[src/rtl/mmb_pkg.sv]
`default_nettype none

package mmb_pkg;

   // playback phases, one-hot
   typedef enum logic [4:0] {
      PH_IDLE  = 5'b00001,
      PH_LIT   = 5'b00010,
      PH_EGAP  = 5'b00100,
      PH_LGAP  = 5'b01000,
      PH_SPACE = 5'b10000
   } phase_type;

   // command codes on the func field
   localparam logic [2:0] FUNC_TICK   = 3'd0;
   localparam logic [2:0] FUNC_APPEND = 3'd1;
   localparam logic [2:0] FUNC_DELETE = 3'd2;
   localparam logic [2:0] FUNC_CLEAR  = 3'd3;
   localparam logic [2:0] FUNC_START  = 3'd4;

   localparam logic [7:0] PRESS_LAST_LETTER = 8'd26;
   localparam logic [7:0] PRESS_SPACE       = 8'd30;
   localparam logic [4:0] SPACE_CODE        = 5'd26;
   localparam int         LETTER_COUNT      = 26;

   localparam logic [2:0] UNITS_DOT   = 3'd1;
   localparam logic [2:0] UNITS_EGAP  = 3'd2;
   localparam logic [2:0] UNITS_DASH  = 3'd3;
   localparam logic [2:0] UNITS_LGAP  = 3'd3;
   localparam logic [2:0] UNITS_SPACE = 3'd7;
   localparam logic [2:0] MAX_ELEMENTS = 3'd4;

   localparam logic [7:0] UNIT_MS_RESET = 8'd100;

   // dash[i] set when element i is a dash, len = number of elements
   typedef struct packed {
      logic [3:0] dash;
      logic [2:0] len;
   } shape_type;

   localparam shape_type SHAPES [LETTER_COUNT] = '{
      '{4'b0010, 3'd2}, '{4'b0001, 3'd4}, '{4'b0101, 3'd4}, '{4'b0001, 3'd3},
      '{4'b0000, 3'd1}, '{4'b0100, 3'd4}, '{4'b0011, 3'd3}, '{4'b0000, 3'd4},
      '{4'b0000, 3'd2}, '{4'b1110, 3'd4}, '{4'b0101, 3'd3}, '{4'b0010, 3'd4},
      '{4'b0011, 3'd2}, '{4'b0001, 3'd2}, '{4'b0111, 3'd3}, '{4'b0110, 3'd4},
      '{4'b1011, 3'd4}, '{4'b0010, 3'd3}, '{4'b0000, 3'd3}, '{4'b0001, 3'd1},
      '{4'b0100, 3'd3}, '{4'b1000, 3'd4}, '{4'b0110, 3'd3}, '{4'b1001, 3'd4},
      '{4'b1101, 3'd4}, '{4'b0011, 3'd4}
   };

   function automatic shape_type shape_of(input logic [4:0] code);
      shape_type s;
      s = '0;
      if (code < SPACE_CODE) begin
         s = SHAPES[code];
      end
      return s;
   endfunction

   typedef struct packed {
      logic [7:0] lamp_level;
      logic       playing;
      logic [5:0] stored_count;
   } rsp_type;

endpackage

`default_nettype wire

[src/rtl/morse_message_beacon.sv]
// morse message beacon
// holds a short message of letter codes and flashes it back as morse pulses
// req channel (req_valid / req_stall): one command per transfer on req_func:
//   tick (one millisecond), append letter (req_press_count 1-26 or 30 for a
//   space), delete last, clear, start playback (latches req_brightness)
// rsp channel (rsp_valid / rsp_stall): exactly one result per command, the lamp
//   level, playing flag and stored letter count after that command
// csr port: csr_wr_en / csr_wr_data write the unit length in milliseconds
// the result is registered in the output register behind the request transfer
// throughput: one command per cycle while req_stall is low, set by the single state update and the
//   letter store read, which prefetches the entry after the current one
// when rsp_stall holds the output, the next result lands in a skid stage and
//   req_stall rises only once both are full; nothing is dropped
// reset clears count, playback state and the unit length (back to 100 ms);
//   store contents are kept as they are and only read below the letter count
`default_nettype none

module morse_message_beacon #(
   parameter int MSG_DEPTH = 32
) (
   input  wire logic       clock,
   input  wire logic       reset,
   input  wire logic       req_valid,
   output      logic       req_stall,
   input  wire logic [2:0] req_func,
   input  wire logic [7:0] req_press_count,
   input  wire logic [7:0] req_brightness,
   output      logic       rsp_valid,
   input  wire logic       rsp_stall,
   output      logic [7:0] rsp_lamp_level,
   output      logic       rsp_playing,
   output      logic [5:0] rsp_stored_count,
   input  wire logic       csr_wr_en,
   input  wire logic [7:0] csr_wr_data
);

   // store address width and letter count width
   localparam int AW = (MSG_DEPTH > 1) ? $clog2(MSG_DEPTH) : 1;
   localparam int CW = $clog2(MSG_DEPTH + 1);

   // letter store, one write and one registered read per cycle
   logic [4:0]    store_mem [MSG_DEPTH];
   logic [4:0]    rd_data_ff;
   logic [AW-1:0] rd_addr;
   logic          wr_en;
   logic [AW-1:0] wr_addr;
   logic [4:0]    wr_code;

   // playback and message state
   logic [7:0]          unit_ms_ff;
   logic [CW-1:0]       count_ff, count_in;
   logic [CW-1:0]       pos_ff, pos_in;
   logic [2:0]          elem_ff, elem_in;
   mmb_pkg::phase_type  phase_ff, phase_in;
   logic [10:0]         cd_ff, cd_in;
   logic [7:0]          bright_ff, bright_in;
   logic [4:0]          cur_ff, cur_in;     // code of the letter being played
   logic [4:0]          head_ff, head_in;   // copy of store entry zero

   // output register and skid stage
   logic              out_valid_ff;
   mmb_pkg::rsp_type  out_ff;
   logic              skid_valid_ff;
   mmb_pkg::rsp_type  skid_ff;
   mmb_pkg::rsp_type  result;

   logic              req_xfer;
   logic              rsp_xfer;

   // decode and next-state helpers
   logic              code_ok;
   logic [4:0]        press_code;
   logic              load_en;
   logic [2:0]        load_units;
   logic [2:0]        elem_nx;
   logic [CW-1:0]     pos_nx;
   logic [CW:0]       rd_nx;
   mmb_pkg::shape_type cur_shape;

   assign req_stall = skid_valid_ff;
   assign req_xfer  = req_valid && !req_stall;
   assign rsp_xfer  = out_valid_ff && !rsp_stall;

   // press count to letter code, space is code 26
   always_comb begin
      code_ok    = 1'b0;
      press_code = '0;
      if (req_press_count >= 8'd1 && req_press_count <= mmb_pkg::PRESS_LAST_LETTER) begin
         code_ok    = 1'b1;
         press_code = 5'(req_press_count - 8'd1);
      end else if (req_press_count == mmb_pkg::PRESS_SPACE) begin
         code_ok    = 1'b1;
         press_code = mmb_pkg::SPACE_CODE;
      end
   end

   assign cur_shape = mmb_pkg::shape_of(cur_ff);
   assign elem_nx   = elem_ff + 3'd1;
   assign pos_nx    = pos_ff + CW'(1);

   always_comb begin
      count_in   = count_ff;
      pos_in     = pos_ff;
      elem_in    = elem_ff;
      phase_in   = phase_ff;
      cd_in      = cd_ff;
      bright_in  = bright_ff;
      cur_in     = cur_ff;
      head_in    = head_ff;
      wr_en      = 1'b0;
      wr_addr    = count_ff[AW-1:0];
      wr_code    = press_code;
      load_en    = 1'b0;
      load_units = '0;

      if (req_xfer) begin
         if (phase_ff != mmb_pkg::PH_IDLE) begin
            // only ticks count during playback
            if (req_func == mmb_pkg::FUNC_TICK) begin
               if (cd_ff > 11'd1) begin
                  cd_in = cd_ff - 11'd1;
               end else begin
                  unique case (phase_ff)
                     mmb_pkg::PH_LIT: begin
                        phase_in   = mmb_pkg::PH_EGAP;
                        load_en    = 1'b1;
                        load_units = mmb_pkg::UNITS_EGAP;
                     end
                     mmb_pkg::PH_EGAP: begin
                        elem_in = elem_nx;
                        load_en = 1'b1;
                        if (cur_ff < mmb_pkg::SPACE_CODE && elem_nx < mmb_pkg::MAX_ELEMENTS &&
                            elem_nx < cur_shape.len) begin
                           phase_in   = mmb_pkg::PH_LIT;
                           load_units = cur_shape.dash[elem_nx[1:0]] ?
                                        mmb_pkg::UNITS_DASH : mmb_pkg::UNITS_DOT;
                        end else begin
                           phase_in   = mmb_pkg::PH_LGAP;
                           load_units = mmb_pkg::UNITS_LGAP;
                        end
                     end
                     mmb_pkg::PH_LGAP, mmb_pkg::PH_SPACE: begin
                        // next letter comes from the prefetched store read
                        pos_in = pos_nx;
                        if (pos_nx < count_ff) begin
                           elem_in = '0;
                           cur_in  = rd_data_ff;
                           load_en = 1'b1;
                           if (rd_data_ff >= mmb_pkg::SPACE_CODE) begin
                              phase_in   = mmb_pkg::PH_SPACE;
                              load_units = mmb_pkg::UNITS_SPACE;
                           end else begin
                              phase_in   = mmb_pkg::PH_LIT;
                              load_units = mmb_pkg::shape_of(rd_data_ff).dash[0] ?
                                           mmb_pkg::UNITS_DASH : mmb_pkg::UNITS_DOT;
                           end
                        end else begin
                           phase_in = mmb_pkg::PH_IDLE;
                           cd_in    = '0;
                        end
                     end
                     default: begin
                        phase_in = mmb_pkg::PH_IDLE;
                        cd_in    = '0;
                     end
                  endcase
               end
            end
         end else begin
            unique case (req_func)
               mmb_pkg::FUNC_APPEND: begin
                  if (count_ff < CW'(MSG_DEPTH) && code_ok) begin
                     wr_en    = 1'b1;
                     count_in = count_ff + CW'(1);
                     if (count_ff == '0) begin
                        head_in = press_code;
                     end
                  end
               end
               mmb_pkg::FUNC_DELETE: begin
                  if (count_ff != '0) begin
                     count_in = count_ff - CW'(1);
                  end
               end
               mmb_pkg::FUNC_CLEAR: begin
                  count_in = '0;
               end
               mmb_pkg::FUNC_START: begin
                  bright_in = req_brightness;
                  pos_in    = '0;
                  if (count_ff != '0) begin
                     elem_in = '0;
                     cur_in  = head_ff;
                     load_en = 1'b1;
                     if (head_ff >= mmb_pkg::SPACE_CODE) begin
                        phase_in   = mmb_pkg::PH_SPACE;
                        load_units = mmb_pkg::UNITS_SPACE;
                     end else begin
                        phase_in   = mmb_pkg::PH_LIT;
                        load_units = mmb_pkg::shape_of(head_ff).dash[0] ?
                                     mmb_pkg::UNITS_DASH : mmb_pkg::UNITS_DOT;
                     end
                  end else begin
                     phase_in = mmb_pkg::PH_IDLE;
                     cd_in    = '0;
                  end
               end
               default: begin
               end
            endcase
         end
      end

      // phase length in ticks, at most 7 * 255 so it fits 11 bits
      if (load_en) begin
         cd_in = 11'(load_units) * 11'(unit_ms_ff);
      end
   end

   // read the entry after the next play position
   always_comb begin
      rd_nx = (CW + 1)'(pos_in) + (CW + 1)'(1);
      if (rd_nx < (CW + 1)'(MSG_DEPTH)) begin
         rd_addr = rd_nx[AW-1:0];
      end else begin
         rd_addr = '0;
      end
   end

   always_ff @(posedge clock) begin
      if (wr_en) begin
         store_mem[wr_addr] <= wr_code;
      end
      rd_data_ff <= store_mem[rd_addr];
   end

   always_ff @(posedge clock) begin
      if (reset) begin
         unit_ms_ff <= mmb_pkg::UNIT_MS_RESET;
         count_ff   <= '0;
         pos_ff     <= '0;
         elem_ff    <= '0;
         phase_ff   <= mmb_pkg::PH_IDLE;
         cd_ff      <= '0;
         bright_ff  <= '0;
      end else begin
         if (csr_wr_en) begin
            unit_ms_ff <= csr_wr_data;
         end
         count_ff  <= count_in;
         pos_ff    <= pos_in;
         elem_ff   <= elem_in;
         phase_ff  <= phase_in;
         cd_ff     <= cd_in;
         bright_ff <= bright_in;
      end
   end

   always_ff @(posedge clock) begin
      cur_ff  <= cur_in;
      head_ff <= head_in;
   end

   // result of this transfer, state after the command
   always_comb begin
      result.lamp_level   = (phase_in == mmb_pkg::PH_LIT) ? bright_in : 8'd0;
      result.playing      = (phase_in != mmb_pkg::PH_IDLE);
      result.stored_count = 6'(count_in);
   end

   // output register with skid stage behind it
   always_ff @(posedge clock) begin
      if (reset) begin
         out_valid_ff  <= 1'b0;
         skid_valid_ff <= 1'b0;
      end else begin
         if (rsp_xfer || !out_valid_ff) begin
            if (skid_valid_ff) begin
               out_valid_ff  <= 1'b1;
               skid_valid_ff <= 1'b0;
            end else begin
               out_valid_ff <= req_xfer;
            end
         end else if (req_xfer) begin
            skid_valid_ff <= 1'b1;
         end
      end
   end

   always_ff @(posedge clock) begin
      if (rsp_xfer || !out_valid_ff) begin
         if (skid_valid_ff) begin
            out_ff <= skid_ff;
         end else if (req_xfer) begin
            out_ff <= result;
         end
      end else if (req_xfer) begin
         skid_ff <= result;
      end
   end

   assign rsp_valid        = out_valid_ff;
   assign rsp_lamp_level   = out_ff.lamp_level;
   assign rsp_playing      = out_ff.playing;
   assign rsp_stored_count = out_ff.stored_count;

   // playback only runs over a non-empty message
   a_play_nonempty: assert property (@(posedge clock) disable iff (reset)
      (phase_ff != mmb_pkg::PH_IDLE) |-> (count_ff != '0))
      else $error("playback running with an empty store");

   // play position stays inside the stored letters while playing
   a_pos_in_range: assert property (@(posedge clock) disable iff (reset)
      (phase_ff != mmb_pkg::PH_IDLE) |-> (pos_ff < count_ff))
      else $error("play position past the stored letters");

   // the store cannot change under playback
   a_count_frozen: assert property (@(posedge clock) disable iff (reset)
      (phase_ff != mmb_pkg::PH_IDLE) |=> (count_ff == $past(count_ff)))
      else $error("letter count changed during playback");

   // skid only fills behind a held output
   a_skid_order: assert property (@(posedge clock) disable iff (reset)
      skid_valid_ff |-> out_valid_ff)
      else $error("skid stage full with empty output register");

   // a lit lamp is only reported while playing
   a_lamp_playing: assert property (@(posedge clock) disable iff (reset)
      (out_valid_ff && out_ff.lamp_level != 8'd0) |-> out_ff.playing)
      else $error("lamp lit outside playback");

endmodule

`default_nettype wire

[config.mk]
export PLATFORM = sky130hd
export DESIGN_NAME = morse_message_beacon
export DESIGN_NICKNAME = d
export VERILOG_FILES = /design/src/rtl/mmb_pkg.sv /design/src/rtl/morse_message_beacon.sv
export SDC_FILE = /design/constraint.sdc
export NUM_CORES = 1
export LEC_CHECK = 0
export ABC_AREA = 0
export BUFFER_PORTS_ARGS = -buffer_cell sky130_fd_sc_hd__clkbuf_2
export CORE_MARGIN = 10
export CORE_UTILIZATION = 62
export CTS_CLUSTER_DIAMETER = 60
export DETAILED_ROUTE_END_ITERATION = 8
export PLACE_DENSITY = 0.88
export SYNTH_ARGS = -nofsm -noshare
export SYNTH_HDL_FRONTEND = slang
export SYNTH_SLANG_ARGS = --single-unit
[constraint.sdc]
create_clock -name clock -period 5.63 [get_ports clock]
set_input_delay 0.2815 -clock clock [delete_from_list [all_inputs] [get_ports clock]]
set_output_delay 0.2815 -clock clock [all_outputs]
set_load 0.02 [all_outputs]
# Yosys cells after proc, flatten, opt, wreduce, memory -nomap -nowiden

Memory sizes are Yosys's and may differ from the RTL's. A register that Yosys moved wholly into a read port is not among the register bits.
Index checks and enable logic that the tools add are counted.

Equal/unequal tests: 22
Multiply operators: 1
Reductions and logical operators: 27
Order comparisons: 17
Add/sub/neg operators: 7
Muxes and demuxes: 108
Bitwise logic cells: 5

Operators by type and width:

| kind                                                            | number |
|---|---|
| 2-to-1 mux 5 bit                                                | 19 |
| 2-to-1 mux 11 bit                                               | 8 |
| 2-to-1 mux 4 bit                                                | 19 |
| 2-to-1 mux 6 bit                                                | 10 |
| 2-to-1 mux 3 bit                                                | 15 |
| 2-to-1 mux 8 bit                                                | 4 |
| 2-to-1 mux 15 bit                                               | 2 |
| case mux 11 bit (2 select lines)                                | 1 |
| 2-to-1 mux 7 bit                                                | 3 |
| >= comparator 6 bit (second input constant)                     | 3 |
| inverter 5 -> 6 bit                                             | 3 |
| case mux 6 bit (3 select lines)                                 | 1 |
| 2-to-1 mux 1 bit                                                | 17 |
| less-than comparator 5 bit (second input constant)              | 3 |
| case mux 5 bit (3 select lines)                                 | 1 |
| AND reduction 7 bit                                             | 2 |
| adder 6 x 1 -> 6 bit (second input constant)                    | 2 |
| greater-than comparator 11 x 1 -> 1 bit (second input constant) | 1 |
| multiplier 3 x 8 -> 11 bit                                      | 1 |
| subtractor 11 x 1 -> 11 bit (second input constant)             | 1 |
| == test 5 x 2 -> 1 bit (second input constant)                  | 2 |
| >= comparator 5 bit (second input constant)                     | 2 |
| != test 5 x 1 -> 1 bit (second input constant)                  | 2 |
| case mux 3 bit (3 select lines)                                 | 1 |
| other kinds (43)                                                | 64 |

Input port bits: 32
ROM bits: 672
Memories: 4
RAM bits: 160
Register bits: 89

Memory list:

| memory          | depth | bits a word | read ports | clocked after Yosys merged registers in | write ports | RTL line                   | source |
|---|---|---|---|---|---|---|---|
| (no name shown) | 32    | 7           | 1          | 0                                       | 0           | mmb_pkg.sv:55              | `s = SHAPES[code];` |
| (no name shown) | 32    | 7           | 1          | 0                                       | 0           | mmb_pkg.sv:55              |  |
| (no name shown) | 32    | 7           | 1          | 0                                       | 0           | mmb_pkg.sv:55              |  |
| store_mem       | 32    | 5           | 1          | 1                                       | 1           | morse_message_beacon.sv:42 | `logic [4:0] store_mem [MSG_DEPTH];` |

# Longest topological paths before layout

Depth after elaboration: 22
Depth in mapped cells: 29
Mapped depth without buffers: 29

# Worst setup path after synthesis

OpenSTA, ideal clock, no wires.

Path kind: reg2reg
Start point: register cur_ff[0]
End point: register cd_ff[10]
Arrival: 4948 ps
Cell stages (with the launch flop): 29
Path buffers: 0
Data required time: 5552 ps
Slack: 604 ps
Period minus slack after synthesis: 5026 ps
Cells stage by stage: edfxtp_1 > inv_1 > ha_1 > nor2_1 > nor3b_1 > a211oi_1 > a31oi_1 > ha_1 > a21oi_1 > o21ai_0 > a311oi_1 > o221ai_1 > nand2b_1 > and3_1 > o22ai_1 > and2_1 > fa_1 > ha_1 > inv_1 > fa_1 > nor2b_1 > o21ai_0 > a21boi_0 > o21ai_0 > nand2b_1 > a21o_1 > a21o_1 > a22oi_1 > nor3_1

Word-level cells in the longest chain between the ends: 16

RTL lines:

| item                                                 | RTL line                    | source |
|---|---|---|
| from (decl)                                          | morse_message_beacon.sv:57  | `logic [4:0] cur_ff, cur_in;` |
| from (signal assigned)                               | morse_message_beacon.sv:260 | `cur_ff <= cur_in;` |
| inverter 5 -> 6 bit (implied by the code)            | mmb_pkg.sv:55               |  |
| memory read (32 x 7 bit)                             | --                          |  |
| 2-to-1 mux 7 bit (implied by the code) (2 in series) | mmb_pkg.sv:55               |  |
| 2-to-1 mux 7 bit                                     | mmb_pkg.sv:54               | `if (code < SPACE_CODE) begin` |
| binary-select mux 1 bit (select 2 bit)               | morse_message_beacon.sv:135 | `load_units = cur_shape.dash[elem_nx[1:0]] ?` |
| 2-to-1 mux 1 bit (implied by the code)               | morse_message_beacon.sv:135 |  |
| 2-to-1 mux 2 bit                                     | morse_message_beacon.sv:135 |  |
| 2-to-1 mux 2 bit (*)                                 | morse_message_beacon.sv:132 | `if (cur_ff < mmb_pkg::SPACE_CODE && elem_nx < mmb_pkg::MAX_ELEMENTS &&` |
| case mux 3 bit (3 select lines) (*)                  | morse_message_beacon.sv:123 | `unique case (phase_ff)` |
| 2-to-1 mux 3 bit (*)                                 | morse_message_beacon.sv:120 | `if (cd_ff > 11'd1) begin` |
| 2-to-1 mux 3 bit (*)                                 | morse_message_beacon.sv:119 | `if (req_func == mmb_pkg::FUNC_TICK) begin` |
| 2-to-1 mux 3 bit (*)                                 | morse_message_beacon.sv:117 | `if (phase_ff != mmb_pkg::PH_IDLE) begin` |
| 2-to-1 mux 3 bit (*)                                 | morse_message_beacon.sv:116 | `if (req_xfer) begin` |
| multiplier 3 x 8 -> 11 bit (*)                       | morse_message_beacon.sv:216 | `cd_in = 11'(load_units) * 11'(unit_ms_ff);` |
| 2-to-1 mux 11 bit (*)                                | morse_message_beacon.sv:215 | `if (load_en) begin` |
| to (signal assigned)                                 | morse_message_beacon.sv:254 | `cd_ff <= cd_in;` |
| to (decl)                                            | morse_message_beacon.sv:55  | `logic [10:0] cd_ff, cd_in;` |

Mark *: on every way between the ends. The rest lies on a longest branch, timed or not. The select of a mux whose other input is x is not followed.
A chain may end at the register's enable or synchronous reset.

# Worst setup path after layout

Same ends and word-level chain as after synthesis.

==> results.ini <==
[logic_synthesis]
avgSynthCellArea_um2 = 11.0
synthArstFlopShare = 0
syn_area_mm2 = 0.0128
synth_warnings = 0
synthCells = 1165
syn_nets = 1244
synth-edff-count = 200
synth_cell_types = 85
synth_ff_type = edfxtp_1
yosysSeqAreaShare = 0.553
ys_ff_latch = 254

[route]
wl_per_cell_um = 21.0
drt_iter0_markers = 1139
vias_per_cell = 6.46
drc = 0
routed_wl_um = 31900
dr.pass1.iters = 5
vias = 9817
ant_nets = 0

[worst_setup_path]
setup.worst_path.end_class = register
startpoint_type = register
worstPathRequired_ns = 6.08
critPathKind = reg -> reg
critPathArrivalTime_ns = 5.82
crit_fanout = 4

[sta]
finClkSkew_ns = 0.0490
setup_viol = 0
max-slew-margin-rel = 0.241
fmax_mhz = 186
maxSlewViolCount = 0
fin_crit_sh = 0.953
fin_ws_ns = 0.262
finalCriticalPeriod_ns = 5.37
worstMarginPinSlew_ns = 1.13
hold_viol = 0

[clock_network]
cts-root-buf = clkbuf_16
insertion_delay_ns = 0.57
htree_levels = 1
cts_tree = yes
clock_path_buffers = 3
numCtsBuffers = 28
clkSlewWorstSetupHoldPaths_ns = 0.06
clock_sinks = 254

[grt]
grtUsageTotal = 0.231
grt_pass1_wl_um = 50200
grt_max_degree = 42
grt.overflow.total = 0
grt_pass1_vias = 9407
antenna_found_initial = 1

[power_and_ir_drop]
peakVddDrop_mv = 0.315
total_power_mw = 4.00
switching_share = 0.212
p_int_mw = 3.15
seq_power_share = 0.509
p_clk_frac = 0.460
p_sw_uw = 848
leakagePower_nw = 5.31
pwr-share-comb = 0.031
power.density_mw_per_mm2 = 277

[run]
cap_violations = 0

[floorplanning]
core_mm2 = 0.0203
initial_utilization = 0.632
num_rows = 52
ios = 49
fp.dieH_um = 164
chipWidth_um = 164
die_area_mm2 = 0.0268

[cells_and_area]
syn_to_final_growth_pct = 12.7
fillers = 1342
final_util = 0.712
final_net_count = 1306
layout-drive-gt1-share = 0.135
final_area_mm2 = 0.0144
fin_cells = 1520

[place]
placed_area_mm2 = 0.0134
io_buffers = 48
dp_cells = 1455
place_ws_ns = 0.0144
hpwl_um = 21100
place.gp.congestion = 0.963

[min_path]
hp-class = in -> reg

[status]
status = finished, final reports clean

cells by family (layout without fill, tap and decap cells):
logic type / count (synthesis) / count (layout) / synth area share
flops: 254 / 254 / 0.553
simple gates: 440 / 440 / 0.167
compound gates: 262 / 262 / 0.144
other cells: 0 / 1 / 0
fa+ha+maj: 47 / 47 / 0.0500
buf+inv: 96 / 180 / 0.0327
mux: 51 / 51 / 0.0423
xor+xnor: 15 / 15 / 0.0108
through the flow:
| stage | TNS [ns] | hold slack [ns] |
|---|---|---|
| after floorplan | 0 | 0.404 |
| after global placement | 0 | 0.462 |
| after detailed placement | 0 | 0.482 |
| after CTS | 0 | 0.0103 |
| after global routing | -0.132 | 0.0212 |
| final | 0 | 0.00146 |
power groups by stage:
stage	clock (mW)	combinational (mW)	sequential (mW)
3_3_place_gp	0	0.112	2.07
5_1_grt	1.92	0.133	2.04
3_5_place_dp	0	0.115	2.07
2_1_floorplan	0	0.0553	2.08
4_1_cts	1.85	0.121	2.04
6_report	1.84	0.123	2.04
sequential cells by signal, summed over array words and instances (netlist names), 6 cells and up:
name	cells
bright_ff	8
unit_ms_ff	8
cd_ff	11
store_mem	160
rsp_stored_count	6
skid_ff	15
pos_ff	6
rsp_lamp_level	8
count_ff	6
area by class of cell:
class	count	area, um2	share of cell area
Multi-Input combinational cell	815	5390	0.373
Timing Repair Buffer	82	513	0.0355
Sequential cell	254	7090	0.491
Inverter	46	174	0.0120
Tap cell	270	338	0.0234
Antenna cell	1	2.50	0.000173
Clock inverter	15	199	0.0138
Clock buffer	37	744	0.0515
path summary, 6_finish.rpt:
path | start | end | slack (ns) | depth (start not counted)
min | csr_wr_data[1] | unit_ms_ff[1] | 0.001 | 3
max | cur_ff[0] | cd_ff[10] | 0.26 | 27
min reg2reg | elem_ff[1] | elem_ff[1] | 0.49 | 2
max reg2reg | cur_ff[0] | cd_ff[10] | 0.26 | 27
layer usage:
| layer | track usage | vias up | part of all wire |
|---|---|---|---|
| met5 | 0 | - | 0 |
| met4 | 0.0881 | 0 | 0.042 |
| met3 | 0.0333 | 98 | 0.078 |
| met2 | 0.396 | 544 | 0.49 |
| met1 | 0.291 | 4677 | 0.39 |
| li1 | - | 4498 | - |
Yosys cell counts, types with 14 or more instances:
cell      instances  area (um2)
o21ai_0          55         275
clkbuf_1         31         116
nor2_1          115         432
a31oi_1          14        87.6
and3_1           18         113
mux2i_1          34         340
ha_1             40         500
a21oi_1          43         215
nor2b_1          16         100
o211ai_1         23         173
inv_1            45         169
nand2_1         131         492
nand3_1          43         215
nor3_1           21         105
dfxtp_1          54        1080
edfxtp_1        200        6010
cell usage in the layout, fill, tap and decap left out, types with 7 or more instances in the layout:
cell type	netlist	final
edfxtp_1	200	200
nand2_1	131	131
nor2_1	115	112
o21ai_0	55	55
dfxtp_1	54	54
clkbuf_2	0	48
inv_1	45	43
nand3_1	43	43
ha_1	40	40
a21oi_1	43	39
mux2i_1	34	34
clkbuf_16	0	28
buf_4	2	27
o211ai_1	23	23
nor3_1	21	21
and3_1	18	18
nor2b_1	16	16
a31oi_1	14	14
nand3b_1	13	13
nand4_1	13	13
or3_1	12	12
a22oi_1	12	12
and2_1	11	11
nand2b_1	11	11
mux2_2	11	11
xnor2_1	10	10
o31ai_1	10	10
a221oi_1	8	8
a32oi_1	8	8
clkbuf_1	31	8
fa_1	7	7
dlygate4sd3_1	0	7
critical path: stages, from the launching register on:
cell and delay [ns]:
edfxtp_1 0.43, inv_2 0.11, ha_1 0.28, o21ai_0 0.16
o21ai_0 0.08, o21ai_0 0.21, ha_1 0.31, a21oi_1 0.14
o21ai_0 0.13, a311oi_2 0.34, o221ai_2 0.16, nand2b_1 0.09
and3_1 0.20, o22ai_4 0.10, and2_1 0.22, fa_1 0.51
ha_1 0.17, inv_1 0.06, fa_1 0.40, nor2b_1 0.12
o21ai_0 0.10, a21boi_1 0.19, o21ai_0 0.09, nand2b_1 0.11
a21o_1 0.13, a21o_1 0.12, a22oi_1 0.09, nor3_1 0.23
repair_timing:
item                                    4_1_cts  5_1_grt
endpoints found under the setup margin        1        4
setup buffers                                 2        3
resized for setup                             0        9
hold buffers                                  7        0
endpoints found under the hold margin         7        0
pin swaps                                     0        3
Note: power is estimated with default switching activity, not from simulation.
